## config.mk

```make
export PLATFORM = sky130hd
export DESIGN_NAME = tcp_syn_ack_responder_unit
export DESIGN_NICKNAME = d
export VERILOG_FILES = /design/src/rtl/tsar_pkg.sv /design/src/rtl/tcp_syn_ack_responder_unit.sv /design/src/rtl/tsar_hdr_ram.sv /design/src/rtl/tsar_front.sv /design/src/rtl/tsar_job_fifo.sv /design/src/rtl/tsar_back.sv
export SDC_FILE = /design/constraint.sdc
export NUM_CORES = 1
export LEC_CHECK = 0
export BUFFER_PORTS_ARGS = -buffer_cell sky130_fd_sc_hd__buf_2
export CORE_ASPECT_RATIO = 1.5
export CORE_MARGIN = 4
export CORE_UTILIZATION = 45
export CTS_CLUSTER_SIZE = 10
export DETAILED_ROUTE_END_ITERATION = 10
export PLACE_DENSITY = 0.69
export SYNTH_ARGS = -nofsm -noshare
export SYNTH_HDL_FRONTEND = slang
export SYNTH_SLANG_ARGS = --single-unit
export TNS_END_PERCENT = 20
```

## constraint.sdc

```tcl
create_clock -name clk_i -period 6.1 [get_ports clk_i]
set_input_delay 0.305 -clock clk_i [delete_from_list [all_inputs] [get_ports clk_i]]
set_output_delay 0.305 -clock clk_i [all_outputs]
set_load 0.005 [all_outputs]
```

## src/rtl/tsar_pkg.sv

```systemverilog
// Shared types, constants and helpers for the TCP SYN/ACK responder.
// No dependencies; every other file of the block imports this package.
`default_nettype none

package tsar_pkg;

  localparam int unsigned HdrBytes   = 40;
  localparam int unsigned ReplyBytes = 48;
  localparam int unsigned JobDepth   = 2;

  typedef logic [5:0]  pos_t;
  typedef logic [19:0] sum_t;

  localparam pos_t        LastPos     = 6'(ReplyBytes - 1);
  localparam logic [7:0]  VerIhl      = 8'h45;
  localparam logic [7:0]  ProtoTcp    = 8'h06;
  localparam logic [7:0]  TcpFlagAck  = 8'h10;
  localparam logic [3:0]  ReplyOffset = 4'h7;
  localparam logic [7:0]  OptMssKind  = 8'h02;
  localparam logic [7:0]  OptMssLen   = 8'h04;
  localparam logic [7:0]  OptWsKind   = 8'h03;
  localparam logic [7:0]  OptWsLen    = 8'h03;

  // IP: total length word 0x0030. TCP: segment length 28 plus option kind/length words.
  localparam sum_t IpSumInit  = 20'h00030;
  localparam sum_t TcpSumInit = 20'h0001c + 20'h00204 + 20'h00303;

  typedef enum logic [1:0] {
    REG_SEQ    = 2'd0,
    REG_MSS    = 2'd1,
    REG_WSCALE = 2'd2
  } cfg_reg_e;

  typedef struct packed {
    logic [31:0] seq;
    logic [15:0] mss;
    logic [3:0]  wscale;
  } cfg_t;

  typedef struct packed {
    logic       we;
    logic       bank;
    pos_t       addr;
    logic [7:0] data;
  } hdr_wr_t;

  typedef struct packed {
    logic        bank;
    sum_t        ip_sum;
    sum_t        tcp_sum;
    logic [31:0] rx_seq;
  } job_t;

  // Stored header position that feeds reply position k: addresses and ports swap.
  function automatic pos_t src_pos(pos_t k);
    pos_t p;
    p = k;
    if (k >= 6'd12 && k <= 6'd15) p = k + 6'd4;
    else if (k >= 6'd16 && k <= 6'd19) p = k - 6'd4;
    else if (k == 6'd20 || k == 6'd21) p = k + 6'd2;
    else if (k == 6'd22 || k == 6'd23) p = k - 6'd2;
    return p;
  endfunction

  // One end-around carry step of a ones' complement sum.
  function automatic sum_t fold(sum_t s);
    return {4'd0, s[15:0]} + {16'd0, s[19:16]};
  endfunction

endpackage

`default_nettype wire

```

## src/rtl/tcp_syn_ack_responder_unit.sv

```systemverilog
// Top level of the TCP SYN/ACK responder: configuration registers and the front / job queue /
// header memory / back chain. Depends on tsar_pkg and all tsar_* modules but tsar_checker.
//
//   channel   direction  handshake                    payload
//   packet    in         packet_valid_i/ready_o       packet_byte_i, packet_last_i
//   reply     out        reply_valid_o/ready_i        reply_byte_o, reply_last_o
//   cfg       in         cfg_valid_i/ready_o          cfg_index_i, cfg_data_i
//
// Packet bytes are taken one per cycle; the front stalls only while two replies
// are queued, since each queued reply holds one of the two header banks.
// Each reply runs the checksum finish states (ADD1, ADD2, FOLD1, FOLD2), then its bytes pass
// the one-byte output register; packets that outpace the replies pile up in the queue.
// Reset clears the control state; the header memory needs no clearing pass.
// Reply stalls back up through the output register and the memory read stage.
`default_nettype none

module tcp_syn_ack_responder_unit import tsar_pkg::*; (
  input  wire logic        clk_i,
  input  wire logic        rst_ni,
  input  wire logic        packet_valid_i,
  output logic             packet_ready_o,
  input  wire logic [7:0]  packet_byte_i,
  input  wire logic        packet_last_i,
  output logic             reply_valid_o,
  input  wire logic        reply_ready_i,
  output logic [7:0]       reply_byte_o,
  output logic             reply_last_o,
  input  wire logic        cfg_valid_i,
  output logic             cfg_ready_o,
  input  wire logic [1:0]  cfg_index_i,
  input  wire logic [31:0] cfg_data_i
);

  cfg_t    cfg_q;
  logic    job_full, job_push, job_valid, job_pop;
  job_t    job_in, job_head;
  hdr_wr_t hdr_wr;
  logic    rd_en, rd_bank;
  pos_t    rd_pos;
  logic [7:0] rd_data;

  assign cfg_ready_o = 1'b1;

  always_ff @(posedge clk_i or negedge rst_ni) begin
    if (!rst_ni) begin
      cfg_q.seq    <= 32'd42;
      cfg_q.mss    <= 16'd1460;
      cfg_q.wscale <= 4'd7;
    end else if (cfg_valid_i && cfg_ready_o) begin
      unique case (cfg_reg_e'(cfg_index_i))
        REG_SEQ:    cfg_q.seq    <= cfg_data_i;
        REG_MSS:    cfg_q.mss    <= cfg_data_i[15:0];
        REG_WSCALE: cfg_q.wscale <= cfg_data_i[3:0];
        default: ;  // drop writes to unknown registers
      endcase
    end
  end

  tsar_front u_front (
    .clk_i          (clk_i),
    .rst_ni         (rst_ni),
    .packet_valid_i (packet_valid_i),
    .packet_ready_o (packet_ready_o),
    .packet_byte_i  (packet_byte_i),
    .packet_last_i  (packet_last_i),
    .job_full_i     (job_full),
    .job_push_o     (job_push),
    .job_o          (job_in),
    .hdr_wr_o       (hdr_wr)
  );

  tsar_job_fifo u_job_fifo (
    .clk_i   (clk_i),
    .rst_ni  (rst_ni),
    .push_i  (job_push),
    .job_i   (job_in),
    .full_o  (job_full),
    .valid_o (job_valid),
    .pop_i   (job_pop),
    .head_o  (job_head)
  );

  tsar_hdr_ram u_hdr_ram (
    .clk_i     (clk_i),
    .wr_i      (hdr_wr),
    .rd_en_i   (rd_en),
    .rd_bank_i (rd_bank),
    .rd_pos_i  (rd_pos),
    .rd_data_o (rd_data)
  );

  tsar_back u_back (
    .clk_i         (clk_i),
    .rst_ni        (rst_ni),
    .cfg_i         (cfg_q),
    .job_valid_i   (job_valid),
    .job_i         (job_head),
    .job_pop_o     (job_pop),
    .rd_en_o       (rd_en),
    .rd_bank_o     (rd_bank),
    .rd_pos_o      (rd_pos),
    .rd_data_i     (rd_data),
    .reply_valid_o (reply_valid_o),
    .reply_ready_i (reply_ready_i),
    .reply_byte_o  (reply_byte_o),
    .reply_last_o  (reply_last_o)
  );

endmodule

`default_nettype wire

```

## src/rtl/tsar_hdr_ram.sv

```systemverilog
// Two-bank header memory: the front fills one bank while the back reads the other.
// Depends on tsar_pkg.
`default_nettype none

module tsar_hdr_ram import tsar_pkg::*; (
  input  wire logic       clk_i,
  input  wire hdr_wr_t    wr_i,
  input  wire logic       rd_en_i,
  input  wire logic       rd_bank_i,
  input  wire pos_t       rd_pos_i,
  output logic [7:0]      rd_data_o
);

  logic [7:0] mem_q [2][HdrBytes];
  logic [7:0] rd_data_q;

  always_ff @(posedge clk_i) begin
    if (wr_i.we) begin
      mem_q[wr_i.bank][wr_i.addr] <= wr_i.data;
    end
  end

  always_ff @(posedge clk_i) begin
    if (rd_en_i) begin
      rd_data_q <= mem_q[rd_bank_i][rd_pos_i];
    end
  end

  assign rd_data_o = rd_data_q;

endmodule

`default_nettype wire

```

## src/rtl/tsar_front.sv

```systemverilog
// Front end: accepts packet bytes, stores the header, screens the packet and
// accumulates the partial checksums. Depends on tsar_pkg.
`default_nettype none

module tsar_front import tsar_pkg::*; (
  input  wire logic       clk_i,
  input  wire logic       rst_ni,
  input  wire logic       packet_valid_i,
  output logic            packet_ready_o,
  input  wire logic [7:0] packet_byte_i,
  input  wire logic       packet_last_i,
  input  wire logic       job_full_i,
  output logic            job_push_o,
  output job_t            job_o,
  output hdr_wr_t         hdr_wr_o
);

  pos_t        cnt_q;
  logic        bank_q;
  logic        ver_ok_q, proto_ok_q, syn_q;
  sum_t        ip_sum_q, tcp_sum_q;
  logic [31:0] rx_seq_q;

  logic        accept, in_hdr, hdr_full;
  sum_t        posit, ip_term, tcp_term, ip_sum_d, tcp_sum_d;

  assign packet_ready_o = !job_full_i;
  assign accept         = packet_valid_i && packet_ready_o;
  assign in_hdr         = cnt_q < 6'(HdrBytes);
  assign hdr_full       = cnt_q >= 6'(HdrBytes - 1);

  always_comb begin
    posit = cnt_q[0] ? {12'd0, packet_byte_i} : {4'd0, packet_byte_i, 8'd0};

    ip_term = '0;
    if ((cnt_q <= 6'd9 && cnt_q != 6'd2 && cnt_q != 6'd3) ||
        (cnt_q >= 6'd12 && cnt_q <= 6'd19)) begin
      ip_term = posit;
    end

    // received ack (28..31) and both checksums drop out of the reply sum
    tcp_term = '0;
    priority if (cnt_q == 6'd9) begin
      tcp_term = {12'd0, packet_byte_i};
    end else if ((cnt_q >= 6'd12 && cnt_q <= 6'd23) || cnt_q == 6'd34 ||
                 cnt_q == 6'd35 || cnt_q == 6'd38 || cnt_q == 6'd39) begin
      tcp_term = posit;
    end else if (cnt_q == 6'd32) begin
      tcp_term = {4'd0, ReplyOffset, packet_byte_i[3:0], 8'd0};
    end else if (cnt_q == 6'd33) begin
      tcp_term = {12'd0, packet_byte_i | TcpFlagAck};
    end else begin
      tcp_term = '0;
    end

    ip_sum_d  = ip_sum_q + ip_term;
    tcp_sum_d = tcp_sum_q + tcp_term;
  end

  assign job_push_o = accept && packet_last_i && hdr_full && ver_ok_q && proto_ok_q && syn_q;
  assign job_o      = '{bank: bank_q, ip_sum: ip_sum_d, tcp_sum: tcp_sum_d, rx_seq: rx_seq_q};
  assign hdr_wr_o   = '{we: accept && in_hdr, bank: bank_q, addr: cnt_q, data: packet_byte_i};

  always_ff @(posedge clk_i or negedge rst_ni) begin
    if (!rst_ni) begin
      cnt_q      <= '0;
      bank_q     <= 1'b0;
      ver_ok_q   <= 1'b0;
      proto_ok_q <= 1'b0;
      syn_q      <= 1'b0;
      ip_sum_q   <= IpSumInit;
      tcp_sum_q  <= TcpSumInit;
    end else if (accept) begin
      if (packet_last_i) begin
        cnt_q     <= '0;
        ip_sum_q  <= IpSumInit;
        tcp_sum_q <= TcpSumInit;
      end else begin
        ip_sum_q  <= ip_sum_d;
        tcp_sum_q <= tcp_sum_d;
        if (in_hdr) begin
          cnt_q <= cnt_q + 6'd1;
        end
      end
      if (cnt_q == 6'd0) ver_ok_q <= packet_byte_i == VerIhl;
      if (cnt_q == 6'd9) proto_ok_q <= packet_byte_i == ProtoTcp;
      if (cnt_q == 6'd33) syn_q <= packet_byte_i[1];
      if (job_push_o) begin
        bank_q <= !bank_q;
      end
    end
  end

  // shift in the received sequence number
  always_ff @(posedge clk_i) begin
    if (accept && cnt_q >= 6'd24 && cnt_q <= 6'd27) begin
      rx_seq_q <= {rx_seq_q[23:0], packet_byte_i};
    end
  end

endmodule

`default_nettype wire

```

## src/rtl/tsar_job_fifo.sv

```systemverilog
// Two-entry job queue between front and back; one entry per header bank.
// Depends on tsar_pkg.
`default_nettype none

module tsar_job_fifo import tsar_pkg::*; (
  input  wire logic clk_i,
  input  wire logic rst_ni,
  input  wire logic push_i,
  input  wire job_t job_i,
  output logic      full_o,
  output logic      valid_o,
  input  wire logic pop_i,
  output job_t      head_o
);

  job_t       slot_q [JobDepth];
  logic       wr_ptr_q, rd_ptr_q;
  logic [1:0] cnt_q;

  assign full_o  = cnt_q == 2'(JobDepth);
  assign valid_o = cnt_q != 2'd0;
  assign head_o  = slot_q[rd_ptr_q];

  always_ff @(posedge clk_i or negedge rst_ni) begin
    if (!rst_ni) begin
      wr_ptr_q <= 1'b0;
      rd_ptr_q <= 1'b0;
      cnt_q    <= '0;
    end else begin
      if (push_i) wr_ptr_q <= !wr_ptr_q;
      if (pop_i) rd_ptr_q <= !rd_ptr_q;
      cnt_q <= cnt_q + {1'b0, push_i} - {1'b0, pop_i};
    end
  end

  always_ff @(posedge clk_i) begin
    if (push_i) begin
      slot_q[wr_ptr_q] <= job_i;
    end
  end

endmodule

`default_nettype wire

```

## src/rtl/tsar_back.sv

```systemverilog
// Back end: finishes the checksums of a queued job and streams the 48-byte
// reply through a registered header read and an output register. Depends on tsar_pkg.
`default_nettype none

module tsar_back import tsar_pkg::*; (
  input  wire logic       clk_i,
  input  wire logic       rst_ni,
  input  wire cfg_t       cfg_i,
  input  wire logic       job_valid_i,
  input  wire job_t       job_i,
  output logic            job_pop_o,
  output logic            rd_en_o,
  output logic            rd_bank_o,
  output pos_t            rd_pos_o,
  input  wire logic [7:0] rd_data_i,
  output logic            reply_valid_o,
  input  wire logic       reply_ready_i,
  output logic [7:0]      reply_byte_o,
  output logic            reply_last_o
);

  typedef enum logic [5:0] {
    ST_IDLE  = 6'b000001,
    ST_ADD1  = 6'b000010,
    ST_ADD2  = 6'b000100,
    ST_FOLD1 = 6'b001000,
    ST_FOLD2 = 6'b010000,
    ST_SEND  = 6'b100000
  } back_state_e;

  back_state_e state_q;
  pos_t        k_q, s1_k_q;
  logic        s1_valid_q, out_valid_q;
  logic        bank_q;
  sum_t        ip_sum_q, tcp_sum_q;
  logic [31:0] seq1_q;
  logic [7:0]  out_byte_q;
  logic        out_last_q;

  logic        adv, issue;
  logic [15:0] ip_ck, tcp_ck;
  logic [7:0]  byte_d;

  assign adv       = s1_valid_q && (!out_valid_q || reply_ready_i);
  assign issue     = (state_q == ST_SEND) && (!s1_valid_q || adv);
  assign job_pop_o = issue && (k_q == LastPos);
  assign rd_en_o   = issue && (k_q < 6'(HdrBytes));
  assign rd_bank_o = bank_q;
  assign rd_pos_o  = src_pos(k_q);
  assign ip_ck     = ~ip_sum_q[15:0];
  assign tcp_ck    = ~tcp_sum_q[15:0];

  always_comb begin
    unique case (s1_k_q)
      6'd2:    byte_d = 8'd0;
      6'd3:    byte_d = 8'(ReplyBytes);
      6'd10:   byte_d = ip_ck[15:8];
      6'd11:   byte_d = ip_ck[7:0];
      6'd24:   byte_d = cfg_i.seq[31:24];
      6'd25:   byte_d = cfg_i.seq[23:16];
      6'd26:   byte_d = cfg_i.seq[15:8];
      6'd27:   byte_d = cfg_i.seq[7:0];
      6'd28:   byte_d = seq1_q[31:24];
      6'd29:   byte_d = seq1_q[23:16];
      6'd30:   byte_d = seq1_q[15:8];
      6'd31:   byte_d = seq1_q[7:0];
      6'd32:   byte_d = {ReplyOffset, rd_data_i[3:0]};
      6'd33:   byte_d = rd_data_i | TcpFlagAck;
      6'd36:   byte_d = tcp_ck[15:8];
      6'd37:   byte_d = tcp_ck[7:0];
      6'd40:   byte_d = OptMssKind;
      6'd41:   byte_d = OptMssLen;
      6'd42:   byte_d = cfg_i.mss[15:8];
      6'd43:   byte_d = cfg_i.mss[7:0];
      6'd44:   byte_d = OptWsKind;
      6'd45:   byte_d = OptWsLen;
      6'd46:   byte_d = {4'd0, cfg_i.wscale};
      6'd47:   byte_d = 8'd0;
      default: byte_d = (s1_k_q < 6'(HdrBytes)) ? rd_data_i : 8'd0;
    endcase
  end

  always_ff @(posedge clk_i or negedge rst_ni) begin
    if (!rst_ni) begin
      state_q     <= ST_IDLE;
      k_q         <= '0;
      s1_valid_q  <= 1'b0;
      out_valid_q <= 1'b0;
    end else begin
      unique case (state_q)
        ST_IDLE:  if (job_valid_i) state_q <= ST_ADD1;
        ST_ADD1:  state_q <= ST_ADD2;
        ST_ADD2:  state_q <= ST_FOLD1;
        ST_FOLD1: state_q <= ST_FOLD2;
        ST_FOLD2: begin
          k_q     <= '0;
          state_q <= ST_SEND;
        end
        ST_SEND: begin
          if (issue) begin
            k_q <= k_q + 6'd1;
            if (k_q == LastPos) state_q <= ST_IDLE;
          end
        end
        default: state_q <= ST_IDLE;
      endcase

      if (issue) s1_valid_q <= 1'b1;
      else if (adv) s1_valid_q <= 1'b0;

      if (adv) out_valid_q <= 1'b1;
      else if (reply_ready_i) out_valid_q <= 1'b0;
    end
  end

  always_ff @(posedge clk_i) begin
    unique case (state_q)
      ST_IDLE: begin
        bank_q    <= job_i.bank;
        ip_sum_q  <= job_i.ip_sum;
        tcp_sum_q <= job_i.tcp_sum;
        seq1_q    <= job_i.rx_seq + 32'd1;
      end
      ST_ADD1: begin
        ip_sum_q  <= fold(ip_sum_q);
        tcp_sum_q <= tcp_sum_q + {4'd0, cfg_i.seq[31:16]} + {4'd0, cfg_i.seq[15:0]} +
                     {4'd0, cfg_i.mss} + {8'd0, cfg_i.wscale, 8'd0};
      end
      ST_ADD2: begin
        ip_sum_q  <= fold(ip_sum_q);
        tcp_sum_q <= tcp_sum_q + {4'd0, seq1_q[31:16]} + {4'd0, seq1_q[15:0]};
      end
      ST_FOLD1, ST_FOLD2: tcp_sum_q <= fold(tcp_sum_q);
      ST_SEND: ;
      default: ;
    endcase
    if (issue) s1_k_q <= k_q;
    if (adv) begin
      out_byte_q <= byte_d;
      out_last_q <= s1_k_q == LastPos;
    end
  end

  assign reply_valid_o = out_valid_q;
  assign reply_byte_o  = out_byte_q;
  assign reply_last_o  = out_last_q;

endmodule

`default_nettype wire

```

-- Word-level counts from Yosys, hierarchy flattened
Memories as Yosys holds them, arrays and structs flattened. A register that Yosys moved wholly into a read port is not among the register bits.
Index checks and enable logic that the tools add are counted.
- bits in registers: 248
- bits in writable memories: 786
- word-level logic and storage cells: 216
- memories: 2
- memories (memory ; words ; bits a word ; read ports ; clocked after memory_dff ; wr ports ; RTL line ; source):
    u_hdr_ram.mem_q ; 2 ; 320 ; 1 ; 1 ; 1 ; tsar_hdr_ram.sv:14 ; logic [7:0] mem_q [2][HdrBytes];
    u_job_fifo.slot_q ; 2 ; 73 ; 1 ; 0 ; 1 ; tsar_job_fifo.sv:16 ; job_t slot_q [JobDepth];
- add/subtract/negate cells: 19
- $lt $le $gt $ge: 17
- eq/ne operators: 52
- mux-type cells: 38
- bitwise gates (word level): 4
- reductions and logical operators: 58
- operator list (cell ; count):
    $mux W320 ; 1
    $pmux W8 S22 ; 1
    $eq A6 B6 Y1 const B ; 20
    $mux W20 ; 6
    $add A20 B16 Y20 ; 5
    $pmux W20 S4 ; 1
    $eq A6 B5 Y1 const B ; 13
    $mux W6 ; 10
    $bmux W8 S6 ; 1
    $demux W8 S6 ; 1
    $add A20 B20 Y20 ; 2
    $mux W8 ; 5
    $pmux W20 S2 ; 1
    $pmux W6 S6 ; 1
    $add A16 B4 Y17 ; 2
    $add A32 B1 Y32 const B ; 1
    $not A16 Y16 ; 2
    $eq A6 B4 Y1 const B ; 4
    $le A6 B5 Y1 const B ; 4
    $add A20 B12 Y20 ; 1
    $logic_and A1 B1 Y1 ; 20
    $eq A6 B2 Y1 const B ; 3
    $lt A6 B6 Y1 const B ; 3
    $reduce_and A2 Y1 ; 9
    other kinds (34) ; 71

-- Logic depth before layout (Yosys ltp)
Gate-level depths: netlist of the first run.
- depth in word-level cells: 10
- mapped depth: 21

-- By module
Synthesis of the first run repeated with hierarchy kept, for this count alone.
- cell total of the unflattened synthesis: 3167
- area total of the unflattened synthesis: 48102.4 um^2
- by module, submodules not included (module ; instances ; cells an instance ; area each (um^2) ; sequential area each (um^2)):
    tsar_hdr_ram ; 1 ; 1196 ; 25206.7 ; 19458.7
    tsar_back ; 1 ; 1062 ; 9823.2 ; 2994.1
    tsar_job_fifo ; 1 ; 242 ; 5714.2 ; 4484.3
    tsar_front ; 1 ; 554 ; 5360.1 ; 2220.9
    tcp_syn_ack_responder_unit ; 1 ; 113 ; 1998.2 ; 1316.3

-- Worst setup path before layout of the first run
No wires, ideal clock.
- kind: flip-flop to flip-flop
- from: register u_job_fifo.cnt_q[1]
- to: memory u_job_fifo.slot_q[0][0] (netlist bit) (enable)
- arrival time: 4207 ps
- path slack: 1388 ps
- cell stages (with the launch flop): 6
- path buffers: 1
- period minus slack after synthesis: 4712 ps
- cell sequence: dfrtp_1 nand2_1 and2_1 clkbuf_1 nand3_1 nor2_1
- longest elaborated chain between the ends: 10
- ends and longest elaborated chain (what ; RTL line ; source):
    start: declaration ; tsar_job_fifo.sv:18 ; logic [1:0] cnt_q;
    start signal: assignment ; tsar_job_fifo.sv:32 ; cnt_q <= cnt_q + {1'b0, push_i} - {1'b0, pop_i};
    $eq A2 B2 Y1 ; tsar_job_fifo.sv:20 ; assign full_o = cnt_q == 2'(JobDepth);
    $logic_not A1 Y1 ; tsar_front.sv:27 ; assign packet_ready_o = !job_full_i;
    net packet_ready_o ; tcp_syn_ack_responder_unit.sv:21 ; output logic packet_ready_o,
    $logic_and A1 B1 Y1 ; tsar_front.sv:28 ; assign accept = packet_valid_i && packet_ready_o;
    $logic_and A1 B1 Y1 (5 in a row) ; tsar_front.sv:60 ; assign job_push_o = accept && packet_last_i && hdr_full && ver_ok_q && proto_ok_q && syn_q;
    $mux W1 ; tsar_job_fifo.sv:37 ; if (push_i) begin
    $mux W1 (not written as such) ; tsar_job_fifo.sv:38 ; slot_q[wr_ptr_q] <= job_i;
    end: declaration ; tsar_job_fifo.sv:16 ;
The timed path passes the listed nets, and every way through them passes these cells.

==> metrics.md, run 1 <==
| Metric | Value |
|---|---|
| Status | `complete, no violations` |
| Fillcell total | `8532` |
| Leakage Power | `approximately 18 nW` |
| DRT iter0 DRCs | `about 2100` |
| Horizontal die dimension | `272 um` |
| Sequential area share after synthesis | `between 60% and 70%` |
| Slowest cell delay on critical path | `470 ps` |
| Source-to-sink clock delay at the later pin of the worst-skew pair | `720 ps` |
| Area Growth Syn to Fin | `11.7%` |
| Vias after detailed routing | `26300` |
| Post-synthesis area per instance | `15.9 sq um` |
| Final worst slack | `1380 ps` |
| Biggest area consumer among synthesized cells | `sky130_fd_sc_hd__edfxtp_1` |
| Instance count of the mapped netlist | `2970` |
| Average wire per standard cell | `24.9 um` |
| Number of nets still failing antenna checks after routing | `0` |
| Post-Route Skew | `33.2 ps` |
| Number of buffers created by CTS | `116` |
| Final period demand of the worst path | `4720 ps` |
| Fin nets | `3316` |
| Max-slew headroom at the worst pin | `roughly 27%` |
| Die height | `405 um` |
| Slew of the pin with the lowest slew margin | `1090 ps` |
| CP startpoint kind | `register` |
| Clock tree root buffer cell | `sky130_fd_sc_hd__clkbuf_16` |
| Final Wtd Congestion | `0.965` |
| Total congestion overflow after global routing | `0` |
| Area of combinational cells with multiple inputs | `15700 sq um` |
| CTS max path bufs | `3` |
| Vias in the first global route | `27100` |
| Setup TNS | `0 ps` |
| Clock tree from TritonCTS | `built` |
| Yosys warnings | `0` |
| Sink count of the clock tree | `1035` |
| Synthesized flop and latch total | `between 1000 and 1500` |
| Std cell rows | `roughly 150` |
| Power per cell area | `474 nW/um^2` |
| Top Ports | `60` |
| Gate family responsible for the most delay along the worst path | `compound AO/OA/AOI/OAI gates` |
| CP required | `6710 ps` |
| Buffers added on ports | `58` |
| Data arrival, critical path | `5330 ps` |
| Distinct cell type count after synthesis | `97` |
| Wire length after detailed routing | `114000 um` |
| CP max stage cell | `sky130_fd_sc_hd__nor2b_1` |
| Dpl cells | `4348` |
| Number of pins exceeding their max-slew limit in the final report | `0` |
| R2R setup slack | `1380 ps` |
| Hold Crit Start | `packet_byte_i[0]` |
| Peak supply drop | `about 420 uV` |
| FMAX | `around 0.21 GHz` |
| Total DRC errors in the routed layout | `0` |
| Worst R2R Path Depth | `17` |
| Cell count of the worst hold path | `4` |
| Drt first pass iters | `8` |
| Clock slew at reported path FFs | `about 60 ps` |
| Finished Core Util | `50.6%` |
| Via-to-Cell Ratio | `approximately 5.8` |
| Critical path cell sequence | `buf_4 > ha_1 > nor2b_1 > a21oi_1 > a21o_1 > a32o_1 > a21boi_0 > nor2b_1 > nor2_1 > ha_1 > a211oi_1 > o211ai_1 > a221oi_1 > o21bai_1 > a311o_1 > xor2_1 > a31o_2` |
| Most frequently used flop master after synthesis | `sky130_fd_sc_hd__edfxtp_1` |
| Synthesized Nets | `between 3000 and 4000` |
| Element type at the critical path end | `register` |
| R2R Path Start | `u_front.cnt_q[0]$_DFFE_PN0P_` |
| Die area | `110000 sq um` |
| List of most frequent post-synthesis cells | `sky130_fd_sc_hd__edfxtp_1, sky130_fd_sc_hd__mux4_2, sky130_fd_sc_hd__nor2_1` |
| Core area | `approximately 100000 sq um` |
| Final hold slack | `135 ps` |
| Class of the tightest hold or removal check | `in -> reg` |
| Depth of the CTS H-tree | `3` |
| Final hold viol count | `0` |
| Number of flops mapped to enable cells by yosys | `between 900 and 1000` |
| Fraction of layout instances using a drive strength above 1 | `between 10% and 20%` |
| Final cell count without fillers | `around 4600` |
| Effective utilization at floorplan | `45.3%` |
| Max-cap viol count | `0` |
| Crit-path max FO | `22` |
| Area of all sequential standard cells | `30500 sq um` |
| Global-route wire length before repair | `171000 um` |
| Share of the synthesized area in the top cell type | `58.1%` |
| Synth async-reset ratio | `11.6%` |
| Sum of net half-perimeters after detailed placement | `77600 um` |
| Capture point of the worst reg-to-reg path | `u_front.tcp_sum_q[13]$_DFFE_PN0P_` |
| Final worst path period share | `77.4%` |
| Post-place setup slack | `approximately 1400 ps` |
| Top post-synthesis cells by area | `sky130_fd_sc_hd__edfxtp_1, sky130_fd_sc_hd__mux4_2, sky130_fd_sc_hd__dfrtp_1` |
| Summed instance area of the synthesized netlist | `47200 sq um` |
| Initial antenna violation count | `1` |
| Worst-case hold path end point | `u_front.proto_ok_q$_DFFE_PN0P_` |
| Largest net degree at the start of global routing | `136` |
| Total of endpoints with negative setup slack in the final report | `0` |
| Overall global routing resource usage | `20.6%` |
| Critical path type | `reg -> reg` |
| Diodes inserted | `0` |
| Postcts setup bufs | `0` |
| Bufs and invs on worst path | `1` |
| RSZ-0062 raised after global routing | `false` |
| Post-CTS sizing | `0` |
| Count leader, synth | `sky130_fd_sc_hd__edfxtp_1` |
-- power breakdown --
group          internal [mW]  total, mW  switching (mW)
clock                   3.57       6.24            2.67
combinational           4.16       9.68            5.52
sequential              8.35       9.06           0.709
-- cell families (layout without fill, tap and decap cells) --
logic type / count (synthesis) / after routing / synth area share, %
AND/OR/NAND/NOR: 596 / 596 / 6.28
flip-flops: 1035 / 1035 / 64.6
buffers and inverters: 236 / 434 / 2.20
adder cells (fa/ha/maj): 162 / 162 / 5.20
other: 1 / 1 / 0.00794
AO/OA/AOI/OAI: 451 / 451 / 6.57
multiplexers: 358 / 358 / 12.7
XOR/XNOR: 131 / 131 / 2.43
-- metal layers --
metal  part of all wire (%)  GRT usage [%]  up-vias
met1                     38           24.9    13400
met4                    5.8           11.2        2
met2                     51           35.8      788
li1                       -              -    11800
met5                  0.012              0        -
met3                    4.3           2.78      253
-- stage by stage --
step	area, sq um	total power, mW
finish	52700	25.0
global route	52700	26.2
CTS	52700	25.1
detailed placement	49000	18.8
global placement	49000	18.7
floorplan	47200	15.7
-- placed cells by master (no fill, tap or decap), drive strengths merged, types with 22 or more instances in the layout --
| master | count |
|---|---|
| a211oi | 22 |
| inv | 125 |
| xor2 | 40 |
| ha | 105 |
| nor2 | 185 |
| dfrtp | 100 |
| a21o | 33 |
| nand2b | 26 |
| mux2i | 104 |
| mux4 | 186 |
| nand2 | 127 |
| a21oi | 91 |
| o21ai | 100 |
| nor2b | 24 |
| edfxtp | 914 |
| and2 | 25 |
| nand4 | 26 |
| nor3 | 38 |
| mux2 | 68 |
| clkbuf | 167 |
| fa | 57 |
| xnor2 | 91 |
| dlygate4sd3 | 36 |
| nand3 | 52 |
| buf | 96 |
-- registers in the layout, indices dropped and copies added (netlist names), 2 cells and up, named ones only --
name,flops
u_hdr_ram.mem_q,640
u_back.k_q,6
u_hdr_ram.rd_data_o,8
u_front.cnt_q,6
u_front.ip_sum_q,20
u_back.tcp_sum_q,20
u_back.seq1_q,32
u_back.reply_byte_o,8
cfg_q,52
u_job_fifo.cnt_q,2
u_front.tcp_sum_q,20
u_front.rx_seq_q,32
u_job_fifo.slot_q,146
u_back.ip_sum_q,20
u_back.state_q,6
u_back.s1_k_q,6
-- worst max-delay path by stage --
stage	start	end	slack [ps]	cells past startpoint
6_report	u_front.cnt_q[0]$_DFFE_PN0P_	u_front.tcp_sum_q[13]$_DFFE_PN0P_	1380	17
2_1_floorplan	u_job_fifo.cnt_q[1]$_DFF_PN0_	u_job_fifo.slot_q[0][0]$_DFFE_PP_	1390	5
4_1_cts	u_front.cnt_q[0]$_DFFE_PN0P_	u_front.tcp_sum_q[13]$_DFFE_PN0P_	1340	17
3_3_place_gp	cfg_q[2]$_DFFE_PN1P_	u_back.tcp_sum_q[19]$_DFFE_PP_	1480	15
5_1_grt	u_front.cnt_q[0]$_DFFE_PN0P_	u_front.tcp_sum_q[19]$_DFFE_PN0P_	960	17
3_5_place_dp	u_front.cnt_q[0]$_DFFE_PN0P_	u_front.tcp_sum_q[13]$_DFFE_PN0P_	1370	17
-- repair_timing --
item	4_1_cts	5_1_grt
hold buffers	36	0
endpoints found under the hold margin	99	0
setup endpoints to repair	0	0
-- layout make-up --
class / count / area share (%)
Clock inverter: 13 / 0.406
Inverter: 122 / 0.868
Tap cell: 1396 / 3.31
Clock buffer: 167 / 5.94
Sequential cell: 1035 / 57.8
Timing Repair Buffer: 132 / 1.88
Multi-Input combinational cell: 1699 / 29.8
-- worst reg2reg max path, delay by kind of cell, from the launching register on --
family                   cells  cell delay, ps
flip-flops                   1             370
adder cells (fa/ha/maj)      2             580
buffers and inverters        1             210
AND/OR/NAND/NOR              3             770
XOR/XNOR                     1             170
AO/OA/AOI/OAI               10            2510
Power figures use the tool's default switching activity.
==> run 2: changes to the inputs <==
--- a/config.mk
+++ b/config.mk
@@ -11,7 +11,7 @@
 export CORE_UTILIZATION = 45
 export CTS_CLUSTER_SIZE = 10
 export DETAILED_ROUTE_END_ITERATION = 10
-export PLACE_DENSITY = 0.69
+export PLACE_DENSITY = 0.71
 export SYNTH_ARGS = -nofsm -noshare
 export SYNTH_HDL_FRONTEND = slang
 export SYNTH_SLANG_ARGS = --single-unit
==> constraint.sdc (replaced) <==
create_clock -name clk_i -period 4.3 [get_ports clk_i]
set_input_delay 0.215 -clock clk_i [delete_from_list [all_inputs] [get_ports clk_i]]
set_output_delay 0.215 -clock clk_i [all_outputs]
set_load 0.005 [all_outputs]
==> metrics.md, run 2 (synthesis results as in run 1) <==
| Metric | Value |
|---|---|
| Status | `complete, no violations` |
| Worst R2R Path Depth | `14` |
| CTS max path bufs | `3` |
| Crit-path max FO | `3` |
| FMAX | `0.237 GHz` |
| Most frequent cells in the layout | `sky130_fd_sc_hd__edfxtp_1, sky130_fd_sc_hd__mux4_2, sky130_fd_sc_hd__nor2_1` |
| Max-slew headroom at the worst pin | `17.3%` |
| Slew of the pin with the lowest slew margin | `approximately 1200 ps` |
| Via-to-Cell Ratio | `5.77` |
| Clock tree from TritonCTS | `built` |
| Most flops, register | `u_hdr_ram.mem_q` |
| Cell count of the worst hold path | `4` |
| Total congestion overflow after global routing | `0` |
| Number of flip-flops under the largest register name | `between 600 and 700` |
| Fin nets | `3393` |
| Final worst path period share | `98.2%` |
| Top Ports | `60` |
| Data arrival, critical path | `around 4700 ps` |
| Element type at the critical path end | `register` |
| Max-cap viol count | `0` |
| Critical path type | `reg -> reg` |
| Post-Route Skew | `~64 ps` |
| CP startpoint kind | `register` |
| Setup TNS | `0 ps` |
| Overall global routing resource usage | `21.2%` |
| Final instance area | `~54000 sq um` |
| Die height | `405 um` |
| Sum of net half-perimeters after detailed placement | `80200 um` |
| Fillcell total | `8487` |
| Final hold slack | `45.7 ps` |
| Effective utilization at floorplan | `a little under half` |
| Power, Total | `36.9 mW` |
| Post-place setup slack | `-118 ps` |
| Average wire per standard cell | `25.0 um` |
| CP required | `4740 ps` |
| Buffers added on ports | `58` |
| Most common library cell in the layout ignoring fill and taps | `sky130_fd_sc_hd__edfxtp_1` |
| Core area | `104000 sq um` |
| Final worst slack | `75.6 ps` |
| Power per cell area | `689 nW/um^2` |
| Drt first pass iters | `5` |
| Leakage Power | `18.4 nW` |
| Die area | `110000 sq um` |
| Peak supply drop | `488 uV` |
| DRT iter0 DRCs | `2393` |
| Std cell rows | `around 150` |
| Clock tree root buffer cell | `sky130_fd_sc_hd__clkbuf_16` |
| Horizontal die dimension | `272 um` |
| Wire length after detailed routing | `116000 um` |
| Sink count of the clock tree | `1035` |
| Clock slew at reported path FFs | `70 ps` |
| Source-to-sink clock delay at the later pin of the worst-skew pair | `720 ps` |
| Final period demand of the worst path | `4220 ps` |
| Final Wtd Congestion | `0.984` |
| Largest net degree at the start of global routing | `116` |
| Total DRC errors in the routed layout | `0` |
| Standard cell area after detailed placement | `49600 sq um` |
| Area Growth Syn to Fin | `13.5%` |
| Final hold viol count | `0` |
| RSZ-0062 raised after global routing | `true` |
| Global-route wire length before repair | `176000 um` |
| Fraction of layout instances using a drive strength above 1 | `19.7%` |
| Initial antenna violation count | `1` |
| Depth of the CTS H-tree | `3` |
| Number of nets still failing antenna checks after routing | `0` |
| Total of endpoints with negative setup slack in the final report | `0` |
| Number of pins exceeding their max-slew limit in the final report | `0` |
| Diodes inserted | `0` |
| Class of the tightest hold or removal check | `in -> reg` |
| Vias in the first global route | `28100` |
| Registers with the highest flip-flop counts | `u_hdr_ram.mem_q (640), u_job_fifo.slot_q (146), cfg_q (52)` |
| Vias after detailed routing | `26800` |
| Number of buffers created by CTS | `115` |
[run 2: path summary, 6_finish.rpt]
| path | from | end | slack, ps |
|---|---|---|---|
| max in group asynchronous | rst_ni | cfg_q[18]$_DFFE_PN0P_ | 3180 |
| min in group asynchronous | rst_ni | cfg_q[26]$_DFFE_PN0P_ | 100 |
| setup reg to reg | cfg_q[0]$_DFFE_PN1P_ | u_back.tcp_sum_q[15]$_DFFE_PP_ | 80 |
| setup / recovery | cfg_q[0]$_DFFE_PN1P_ | u_back.tcp_sum_q[15]$_DFFE_PP_ | 80 |
| hold reg to reg | u_job_fifo.cnt_q[0]$_DFF_PN0_ | u_back.state_q[0]$_DFFE_PN1P_ | 410 |
| hold / removal | packet_byte_i[5] | u_front.proto_ok_q$_DFFE_PN0P_ | 50 |
[run 2: final cells by class]
type                    instances  area, sq um  area share (%)
well taps                    1396         1750            3.26
inverters                     122          458           0.855
clock inverters                12          205           0.383
flip-flops and latches       1035        30500            56.9
clock buffers                 169         3110            5.81
multi-input cells            1699        15900            29.7
repair buffers                210         1640            3.05
[run 2: metal layers]
metal	part of all wire [%]	up-vias	global-route usage (%)	wire length (um)
li1	-	12000	-	-
met1	37	13600	24.8	42500
met2	52	934	37.7	60100
met3	5.2	292	3.01	6000
met4	6.5	2	11.6	7530
met5	0.011	-	0	13
[run 2: where the power goes]
group / total, mW / switching, mW / leakage (nW) / internal, mW
Sequential: 12.7 / 0.888 / 9.74 / 11.8
Combinational: 15.4 / 8.58 / 7.09 / 6.80
Clock: 8.79 / 3.81 / 1.59 / 4.98
Total: 36.9 / 13.3 / 18.4 / 23.6
[run 2: stage by stage]
step / std cells / utilization, %
6_report: 4643 / 51.5
5_1_grt: 4643 / 51.5
4_1_cts: 4639 / 51.2
3_5_place_dp: 4413 / 47.6
3_3_place_gp: 4413 / 47.6
2_1_floorplan: 2970 / -
[run 2: critical path, cell delays in order (launching register included)]
cell                       delay (ps)
sky130_fd_sc_hd__dfstp_2          520
sky130_fd_sc_hd__inv_1             50
sky130_fd_sc_hd__fa_1             530
sky130_fd_sc_hd__inv_1             50
sky130_fd_sc_hd__fa_1             470
sky130_fd_sc_hd__fa_1             560
sky130_fd_sc_hd__ha_4             220
sky130_fd_sc_hd__o21a_1           140
sky130_fd_sc_hd__o211ai_1         230
sky130_fd_sc_hd__o221ai_2         170
sky130_fd_sc_hd__o41a_1           470
sky130_fd_sc_hd__buf_4            170
sky130_fd_sc_hd__buf_4            130
sky130_fd_sc_hd__xnor2_2          120
sky130_fd_sc_hd__o211ai_1         110
[run 2: repair_timing]
item	4_1_cts	5_1_grt
cloned	0	0
pin swaps	0	26
gates resized for setup	5	39
buffers inserted	0	4
hold endpoints to repair	112	0
setup endpoints to repair	7	37
hold buffers	45	0
==> run 3: changes to the inputs <==
--- a/config.mk
+++ b/config.mk
@@ -5,12 +5,13 @@
 export SDC_FILE = /design/constraint.sdc
 export NUM_CORES = 1
 export LEC_CHECK = 0
-export BUFFER_PORTS_ARGS = -buffer_cell sky130_fd_sc_hd__buf_2
 export CORE_ASPECT_RATIO = 1.5
 export CORE_MARGIN = 4
 export CORE_UTILIZATION = 45
+export CTS_CLUSTER_DIAMETER = 100
 export CTS_CLUSTER_SIZE = 10
 export DETAILED_ROUTE_END_ITERATION = 10
+export DONT_BUFFER_PORTS = 1
 export PLACE_DENSITY = 0.71
 export SYNTH_ARGS = -nofsm -noshare
 export SYNTH_HDL_FRONTEND = slang
==> metrics.md, run 3 (synthesis results as in run 1) <==
| Metric | Value |
|---|---|
| Gate power share | `41.1%` |
| CTS max path bufs | `3` |
| Area Growth Syn to Fin | `13.4%` |
| Most flops, register | `u_hdr_ram.mem_q` |
| Switching portion of total power | `a little over a third` |
| Depth of the CTS H-tree | `3` |
| Registers with the highest flip-flop counts | `u_hdr_ram.mem_q (640), u_job_fifo.slot_q (146), cfg_q (52)` |
| Slowest cell delay on critical path | `570 ps` |
| Gate family responsible for the most delay along the worst path | `adder cells` |
| Die area | `110000 sq um` |
| Clk network pwr share | `a little under a quarter` |
| Clock slew at reported path FFs | `60 ps` |
| Peak supply drop | `483 uV` |
| R2R Path Start | `cfg_q[14]$_DFFE_PN1P_` |
| Total congestion overflow after global routing | `0` |
| Standard cell area after detailed placement | `49200 sq um` |
| Average wire per standard cell | `25.1 um` |
| Clock tree from TritonCTS | `built` |
| Sequential power share | `35.0%` |
| Most frequent cells in the layout | `sky130_fd_sc_hd__edfxtp_1, sky130_fd_sc_hd__mux4_2, sky130_fd_sc_hd__nor2_1` |
| Overall global routing resource usage | `between 20% and 30%` |
| Final Wtd Congestion | `0.977` |
| Top Ports | `60` |
| Number of buffers created by CTS | `113` |
| Crit-path most repeated cell | `sky130_fd_sc_hd__inv_1` |
| Source-to-sink clock delay at the later pin of the worst-skew pair | `710 ps` |
| Most common library cell in the layout ignoring fill and taps | `sky130_fd_sc_hd__edfxtp_1` |
| Drt first pass iters | `5` |
| Setup TNS | `0 ps` |
| Power, Total | `roughly 37 mW` |
| Final instance area | `53500 sq um` |
| Finished Core Util | `51.4%` |
| Global-route wire length before repair | `176000 um` |
| Initial antenna violation count | `2` |
| Total DRC errors in the routed layout | `0` |
| Leakage Power | `around 18 nW` |
| Worst R2R Path Depth | `15` |
| Std cell rows | `145` |
| Number of nets still failing antenna checks after routing | `0` |
| Buffers added on ports | `0` |
| Effective utilization at floorplan | `45.3%` |
| Wire length after detailed routing | `116000 um` |
| Core area | `104000 sq um` |
| RSZ-0062 raised after global routing | `true` |
| CP max stage cell | `sky130_fd_sc_hd__fa_1` |
| Final hold viol count | `0` |
| CP required | `4740 ps` |
| Die height | `405 um` |
| Power dissipated by switching net loads | `13.1 mW` |
| Internal power | `23.4 mW` |
| Element type at the critical path end | `register` |
| Post-Route Skew | `slightly above 30 ps` |
| Number of flip-flops under the largest register name | `640` |
| Critical path cell sequence | `inv_1 > fa_1 > inv_1 > fa_1 > inv_1 > fa_1 > inv_1 > ha_4 > a21o_1 > a21oi_2 > o221ai_2 > o41a_1 > a31oi_1 > xor2_1 > o221ai_1` |
| Status | `complete, no violations` |
| Data arrival, critical path | `4690 ps` |
| Max-cap viol count | `0` |
| CP startpoint kind | `register` |
| Final worst path period share | `99.0%` |
| Bufs and invs on worst path | `4` |
| FMAX | `0.235 GHz` |
| Fraction of layout instances using a drive strength above 1 | `~17%` |
| DRT iter0 DRCs | `2365` |
| Vias after detailed routing | `around 27000` |
| Final period demand of the worst path | `4260 ps` |
| Via-to-Cell Ratio | `5.82` |
| Max-slew headroom at the worst pin | `between 10% and 20%` |
| Power per cell area | `682 nW/um^2` |
| Fin nets | `3354` |
| Largest net degree at the start of global routing | `146` |
| Sink count of the clock tree | `1035` |
| Slew of the pin with the lowest slew margin | `approximately 1300 ps` |
| Capture point of the worst reg-to-reg path | `u_back.tcp_sum_q[17]$_DFFE_PP_` |
| Class of the tightest hold or removal check | `in -> async` |
| R2R setup slack | `40 ps` |
| Crit-path max FO | `3` |
| Sum of net half-perimeters after detailed placement | `78100 um` |
| Vias in the first global route | `27900` |
| Clock tree root buffer cell | `sky130_fd_sc_hd__clkbuf_16` |
| Horizontal die dimension | `272 um` |
| Critical path type | `reg -> reg` |
| Number of pins exceeding their max-slew limit in the final report | `0` |
| Total of endpoints with negative setup slack in the final report | `0` |
==> run 3: changes by cell type in the layout (fill, tap and decap cells not counted), sizes merged <==
| cell | before | now |
|---|---|---|
| clkinvlp | 0 | 1 |
| clkinv | 9 | 4 |
| buf | 165 | 109 |
| dlygate4sd3 | 45 | 64 |
| diode | 0 | 4 |
| clkbuf | 169 | 183 |
| inv | 125 | 123 |
==> run 3: worst max path at each step <==
stage          slack (ps)                                end                    startpoint  cells past startpoint
3_3_place_gp         -100     u_back.tcp_sum_q[19]$_DFFE_PP_          cfg_q[2]$_DFFE_PN1P_                     15
4_1_cts                 4     u_back.tcp_sum_q[18]$_DFFE_PP_          cfg_q[6]$_DFFE_PN1P_                     15
5_1_grt              -140     u_back.tcp_sum_q[17]$_DFFE_PP_         cfg_q[14]$_DFFE_PN1P_                     15
2_1_floorplan          90  u_front.tcp_sum_q[13]$_DFFE_PN0P_  u_front.cnt_q[0]$_DFFE_PN0P_                     19
3_5_place_dp         -130     u_back.tcp_sum_q[19]$_DFFE_PP_          cfg_q[2]$_DFFE_PN1P_                     15
6_report               40     u_back.tcp_sum_q[17]$_DFFE_PP_         cfg_q[14]$_DFFE_PN1P_                     15
==> run 3: layout make-up <==
cell class	count	area (sq um)
timing repair buffer	173	1750
multi-input combinational	1699	15800
clock buffer	183	3130
antenna	4	10.0
fill	8554	50600
clock inverter	6	123
tap	1396	1750
inverter	122	458
sequential	1035	30500
==> run 3: through the flow <==
| step | worst slack (ps) | instances | hold slack [ps] |
|---|---|---|---|
| after floorplan | 90.9 | 2970 | -80.6 |
| after global placement | -99.7 | 4347 | -61.0 |
| after detailed placement | -128 | 4347 | -60.0 |
| after CTS | 4.10 | 4611 | 55.8 |
| after global routing | -143 | 4615 | 107 |
| final | 43.5 | 4618 | 57.9 |
==> run 3: layer usage <==
layer | track usage (%) | share of wire, %
met3 | 2.79 | 5.0
met5 | 0 | 0
met2 | 37.5 | 52
met1 | 24.8 | 36
met4 | 12.1 | 6.3
==> run 3: timing repair <==
action / 4_1_cts / 5_1_grt
pin swaps: 6 / 6
endpoints found under the hold margin: 863 / 0
setup buffers: 1 / 3
setup endpoints to repair: 4 / 44
resized for setup: 6 / 17
hold buffers: 74 / 0
==> run 3: power by group through the flow <==
stage          clock network [mW]  logic, mW  registers, mW
2_1_floorplan                   0       9.89           12.4
6_report                     8.72       15.0           12.8
4_1_cts                      8.89       14.8           12.8
3_5_place_dp                    0       14.3           12.9
5_1_grt                      9.31       16.1           12.8
3_3_place_gp                    0       14.2           12.9
==> run 3: worst reg2reg max path: stages, from the launching register on <==
cell and delay (ps):
sky130_fd_sc_hd__dfstp_2 530, sky130_fd_sc_hd__inv_1 50, sky130_fd_sc_hd__fa_1 570, sky130_fd_sc_hd__inv_1 70, sky130_fd_sc_hd__fa_1 510, sky130_fd_sc_hd__inv_1 60
sky130_fd_sc_hd__fa_1 520, sky130_fd_sc_hd__inv_1 70, sky130_fd_sc_hd__ha_4 240, sky130_fd_sc_hd__a21o_1 160, sky130_fd_sc_hd__a21oi_2 180, sky130_fd_sc_hd__o221ai_2 130
sky130_fd_sc_hd__o41a_1 400, sky130_fd_sc_hd__a31oi_1 200, sky130_fd_sc_hd__xor2_1 170, sky130_fd_sc_hd__o221ai_1 130
